<file path="src/rtl/mtg_pkg.sv">
package mtg_pkg;

  localparam int unsigned TwN = 624;
  localparam int unsigned TwM = 397;
  localparam int unsigned IdxW = 10;
  localparam int unsigned WordW = 32;
  localparam int unsigned ValueW = 53;
  localparam int unsigned AddrW = 3;

  localparam logic [31:0] InitMul = 32'd1812433253;
  localparam logic [31:0] InitSeed = 32'd19650218;
  localparam logic [31:0] MixMul1 = 32'd1664525;
  localparam logic [31:0] MixMul2 = 32'd1566083941;
  localparam logic [31:0] MatrixA = 32'h9908b0df;
  localparam logic [31:0] TemperB = 32'h9d2c5680;
  localparam logic [31:0] TemperC = 32'hefc60000;
  localparam logic [31:0] UpperMask = 32'h80000000;
  localparam logic [31:0] LowerMask = 32'h7fffffff;

  localparam logic [AddrW-1:0] RegSeed = 3'd0;

  typedef enum logic [1:0] {
    ACT_RAW    = 2'd0,
    ACT_BELOW  = 2'd1,
    ACT_FRAC   = 2'd2,
    ACT_RESEED = 2'd3
  } action_t;

  typedef enum logic [4:0] {
    ST_IDLE,
    ST_BI_RD,
    ST_BI_WR,
    ST_A_RD,
    ST_A_WAIT,
    ST_A_MUL,
    ST_A_WR,
    ST_B_RD,
    ST_B_WAIT,
    ST_B_MUL,
    ST_B_WR,
    ST_FIX0,
    ST_FIX0_WR,
    ST_TOP,
    ST_G_RD0,
    ST_G_RD1,
    ST_G_RD2,
    ST_G_WR,
    ST_D_RD,
    ST_D_WAIT,
    ST_D_USE,
    ST_OUT
  } state_t;

  function automatic logic [31:0] temper(input logic [31:0] x);
    logic [31:0] y;
    y = x ^ (x >> 11);
    y = y ^ ((y << 7) & TemperB);
    y = y ^ ((y << 15) & TemperC);
    y = y ^ (y >> 18);
    return y;
  endfunction

  function automatic logic [31:0] twist(input logic [31:0] a, input logic [31:0] b,
                                        input logic [31:0] c);
    logic [31:0] y;
    y = (a & UpperMask) | (b & LowerMask);
    return c ^ (y >> 1) ^ (y[0] ? MatrixA : 32'd0);
  endfunction

  function automatic logic [5:0] bit_len(input logic [31:0] x);
    logic [5:0] n;
    n = 6'd0;
    for (int i = 0; i < 32; i++) begin
      if (x[i]) n = 6'(i + 1);
    end
    return n;
  endfunction

endpackage

</file>
<file path="src/rtl/mtg_cfg.sv">
module mtg_cfg
  import mtg_pkg::*;
(
  input  logic             clk,
  input  logic             rst,
  input  logic             psel,
  input  logic             penable,
  input  logic             pwrite,
  input  logic [AddrW-1:0] paddr,
  input  logic [63:0]      pwdata,
  output logic [63:0]      prdata,
  output logic             pready,
  output logic [63:0]      seed
);
  assign pready = 1'b1;

  always_ff @(posedge clk) begin
    if (rst) begin
      seed <= 64'd0;
    end else if (psel && penable && pwrite && paddr == RegSeed) begin
      seed <= pwdata;
    end
  end

  always_comb begin
    prdata = 64'd0;
    if (paddr == RegSeed) prdata = seed;
  end
endmodule

</file>
<file path="config.mk">
export PLATFORM = sky130hd
export DESIGN_NAME = mtg_cfg
export DESIGN_NICKNAME = d
export VERILOG_FILES = /design/src/rtl/mtg_pkg.sv /design/src/rtl/mtg_cfg.sv
export SDC_FILE = /design/constraint.sdc
export NUM_CORES = 1
export LEC_CHECK = 0
export BUFFER_PORTS_ARGS = -buffer_cell sky130_fd_sc_hd__buf_2
export CORE_ASPECT_RATIO = 1.1
export CORE_MARGIN = 10
export CORE_UTILIZATION = 40
export DETAILED_ROUTE_END_ITERATION = 6
export MAX_ROUTING_LAYER = met4
export PLACE_DENSITY = 0.87
export SETUP_SLACK_MARGIN = 0.1
export SYNTH_ARGS = -nofsm -noshare
export SYNTH_HDL_FRONTEND = slang
export SYNTH_SLANG_ARGS = --single-unit
</file>
<file path="constraint.sdc">
create_clock -name clk -period 1.3 [get_ports clk]
set_clock_uncertainty 0.2 [all_clocks]
set_input_delay 0.13 -clock clk [delete_from_list [all_inputs] [get_ports clk]]
set_output_delay 0.13 -clock clk [all_outputs]
set_load 0.05 [all_outputs]
</file>
# After elaboration in Yosys (flattened, before gate mapping)
# Index checks and enable logic that the tools add are counted.
[word_totals]
regBits = 64
latchBits = 0
ramBits = 0
mem_bits_ro = 0
in_bits = 72
out_inout_bits = 129
elab_cells = 6
mem_count = 0
[classes]
addsub = 0
multipliers = 0
div_mod_pow = 0
n_lt_le_gt_ge = 0
n_eq_ne = 0
shift = 0
muxes = 1
bitwise_logic = 0
reduce_logical = 4
[op_table]
columns = ["cell", "count"]
rows = [
  ["64-bit 2-to-1 mux", 1],
  ["1-bit logical AND", 3],
  ["3-bit logical NOT", 1],
]

# Longest topological paths before layout
[logic_depth]
depth_word = 3
mapped_depth = 5
depth_no_buf = 3

# Worst setup path after synthesis
# OpenSTA, ideal clock, no wires.
[synth_timing]
path_kind = "input-to-output"
from = "input port paddr[1]"
to = "output port prdata[10]"
t_arrival_ns = 1.135
t_required_ns = 0.970
path_slack_ns = -0.165
stages = 4
path_buffers = 2
path_cell_list = "nor3_2 > buf_2 > clkbuf_1 > and2_1"
[synth_between]
elab_chain_len = 2
[synth_rtl]
columns = ["item", "line", "rtl"]
rows = [
  ["from (decl)", "mtg_cfg.sv:9", "input logic [AddrW-1:0] paddr,"],
  ["3-bit logical NOT", "mtg_cfg.sv:27", "if (paddr == RegSeed) prdata = seed;"],
  ["64-bit 2-to-1 mux", "mtg_cfg.sv:27", ""],
  ["to (decl)", "mtg_cfg.sv:11", "output logic [63:0] prdata,"],
]
# Every way passes these cells.

# Worst setup path in the final report
[layout_timing]
from = "input port paddr[2]"
to = "output port prdata[10]"
# Same word-level chain as after synthesis.

==> metrics <==
outcome=finished with violations; failing checks=negative setup slack; Clock Latency Late Sink=0.33 ns; post-DP HPWL=7540 um; switching part of the total=24.87%; top_reg_cell synth=dfxtp_1; Switch Pwr=1.087 mW; Yosys Warn Count=0; Non-Filler Instances=740; worst hold margin=0.1920 ns; Chip Height=116.4 um; area added between synthesis and finish=115.0%; routability cong.=0.7751; GR Util All Layers=24.17%; Most common cell on crit path=buf_12; Post-Synthesis Cells=352; sequential share of power=43.9%; Max Transition Viols Final=0; Gate power share=15.9%; Async S/R FF share, synth=0%; max-cap viol count=0; Hold Crit Class=primary input to register; dpl cell area=0.004629 mm2; Fmax=0.6996 GHz; hold path start=rst; largest buffer count on any clock path=2; Final Hold Fails=0; Worst EP arrival=1.10 ns; DRT iter0 DRCs=175; initial antenna violation count=1; P per Cell Area=602.4 mW/mm2; register area share after synthesis=37.95%; CTS sink cnt=64; Critical Path Sink Type=output port; final setup fails=95; Initial Utilization=40.57%; H-tree levels=3; count leader, synth=nand2b_1; Crit. Startpoint=paddr[2]; peak supply drop=0.5638 mV; Die Width=107.6 um; Critical Path, Cell by Cell=buf_6 -> nor3_4 -> buf_12 -> buf_12 -> and2_2 -> buf_8; post-synth top area share=37.95%; Final Cycle Share=109.9%; Reg clk slew, reported paths=0.07 ns; hold depth=4; worst setup path class=primary input to output port; worst-path maximum fanout=22; design area=0.007257 mm2; Largest register FFs=64; Hold EP=seed[53]; total number of vias=3661; Period minus WS final=1.429 ns; Rows=35; RSZ-0062 raised after global routing=true; # IOs=201; Post-synth EDFFs=0; TritonCTS clock tree=done; root buf cell=clkbuf_8; layout cell share with drive strength beyond 1=59.49%; Setup WS post-layout=-0.1293 ns; FF-to-FF End=seed[15]; drt total wl=16510 um; # placed instances=639; top cells by count, synth=128 x nand2b_1, 64 x and2_1, 64 x dfxtp_1, 64 x mux2i_1, 20 x clkbuf_1; slowest CP cell=nor3_4; Post-Syn Nets=424; via-per-instance ratio=4.947; pin count of the biggest net entering global routing=65; Critical Path RT=0.97 ns; TritonCTS Buffers=9; R2R cell count=2; worst slack, placed=-0.2935 ns; filler cell count=362; vias in the first global route=4082; Synth Cell Area=0.003376 mm2; register bit total from synthesis=64; CP max stage delay=0.20 ns; GRT overflow=0; die area=0.01252 mm2; post-synthesis cell type count=11; Core ar.=0.008320 mm2; DRC violations left=0; leading area contributor after synthesis=dfxtp_1; worst r2r src=seed[15]; WL/cell=22.31 um; largest reg by FF count=seed; global-route wire length before repair=22940 um; CP Launch Type=primary input; largest cells by area after synthesis=dfxtp_1 38%, nand2b_1 24%, mux2i_1 19%; static leakage=3.005 nW; Largest regs=seed (64); # port buffers=199; Routed Antenna Nets=0; Int Pwr=3.285 mW; final net count=694; syn avg cell area=9.590 um2; clock share of power=40.3%; reg2reg setup slack=0.34 ns; drt pass-1 iters=4
## power by group through the flow
stage	combinational, mW	clock [mW]	sequential, mW
global placement	0.407	0	2.03
floorplan	0.225	0	2.08
CTS	0.642	1.77	1.99
global route	0.735	1.87	1.92
finish	0.694	1.76	1.92
detailed placement	0.418	0	2.03
## metal layers
layer	global-route usage (%)	vias up	share of wire, %
met3	6.678	61	6.3
met4	11.94	0	4.8
met5	-	-	0
met2	45.44	177	56
met1	21.84	1771	33
li1	-	1652	-
## logic make-up (layout without fill, tap and decap cells)
logic type	after synthesis	count (layout)	share of synthesized area (%)
buffers and inverters	29	304	6.745
other	1	3	0.1111
flip-flops	64	64	37.95
AND/OR/NAND/NOR	194	194	36.21
multiplexers	64	64	18.98
## worst max-delay path by stage
stage / end / cells past startpoint / slack, ns
2_1_floorplan: prdata[10] / 1 / -0.06
3_3_place_gp: seed[38] / 5 / -0.22
3_5_place_dp: seed[47] / 5 / -0.29
4_1_cts: prdata[23] / 6 / -0.1
5_1_grt: prdata[10] / 6 / -0.17
6_report: prdata[10] / 6 / -0.13
## critical path, delay by kind of cell
kind / cells / cell delay (ns)
buffers and inverters: 4 / 0.57
and+or+nand+nor: 2 / 0.39
## per-stage QoR
| step | utilization (%) | setup TNS [ns] | total power, mW |
|---|---|---|---|
| finish | 87.22 | -7.152 | 4.372 |
| global route | 87.19 | -11.48 | 4.526 |
| CTS | 82.59 | -6.648 | 4.394 |
| detailed placement | 55.64 | -30.98 | 2.450 |
| global placement | 55.64 | -25.02 | 2.438 |
| floorplan | - | -0.05518 | 2.306 |
## cells in the final DEF, fill, tap and decap left out, types with 4 or more instances in the layout
master           n
buf_8          123
clkbuf_8        11
and2_4          59
nand2b_1       128
dfxtp_2         24
buf_12          10
buf_16           6
mux2i_2          4
mux2i_1         59
and2_2           5
dfxtp_4         40
dlygate4sd3_1   64
buf_2           69
buf_6           12
## final cells by class
cell class / count / area [um2] / share of cell area [%]
timing repair buffer: 288 / 3398 / 46.83
multi-input combinational: 259 / 2054 / 28.31
sequential: 64 / 1461 / 20.14
clock buffer: 13 / 158.9 / 2.190
tap: 111 / 138.9 / 1.914
clock inverter: 3 / 40.04 / 0.5517
antenna: 2 / 5.005 / 0.06897
## timing repair
| item | 4_1_cts | 5_1_grt |
|---|---|---|
| setup endpoints to repair | 168 | 186 |
| gates cloned | 7 | 2 |
| hold endpoints to repair | 64 | 0 |
| gates resized for setup | 342 | 107 |
| hold buffers | 64 | 0 |
| pin swaps | 1 | 4 |
| buffers inserted | 7 | 5 |
No activity file was read; power rests on OpenSTA's default activity.
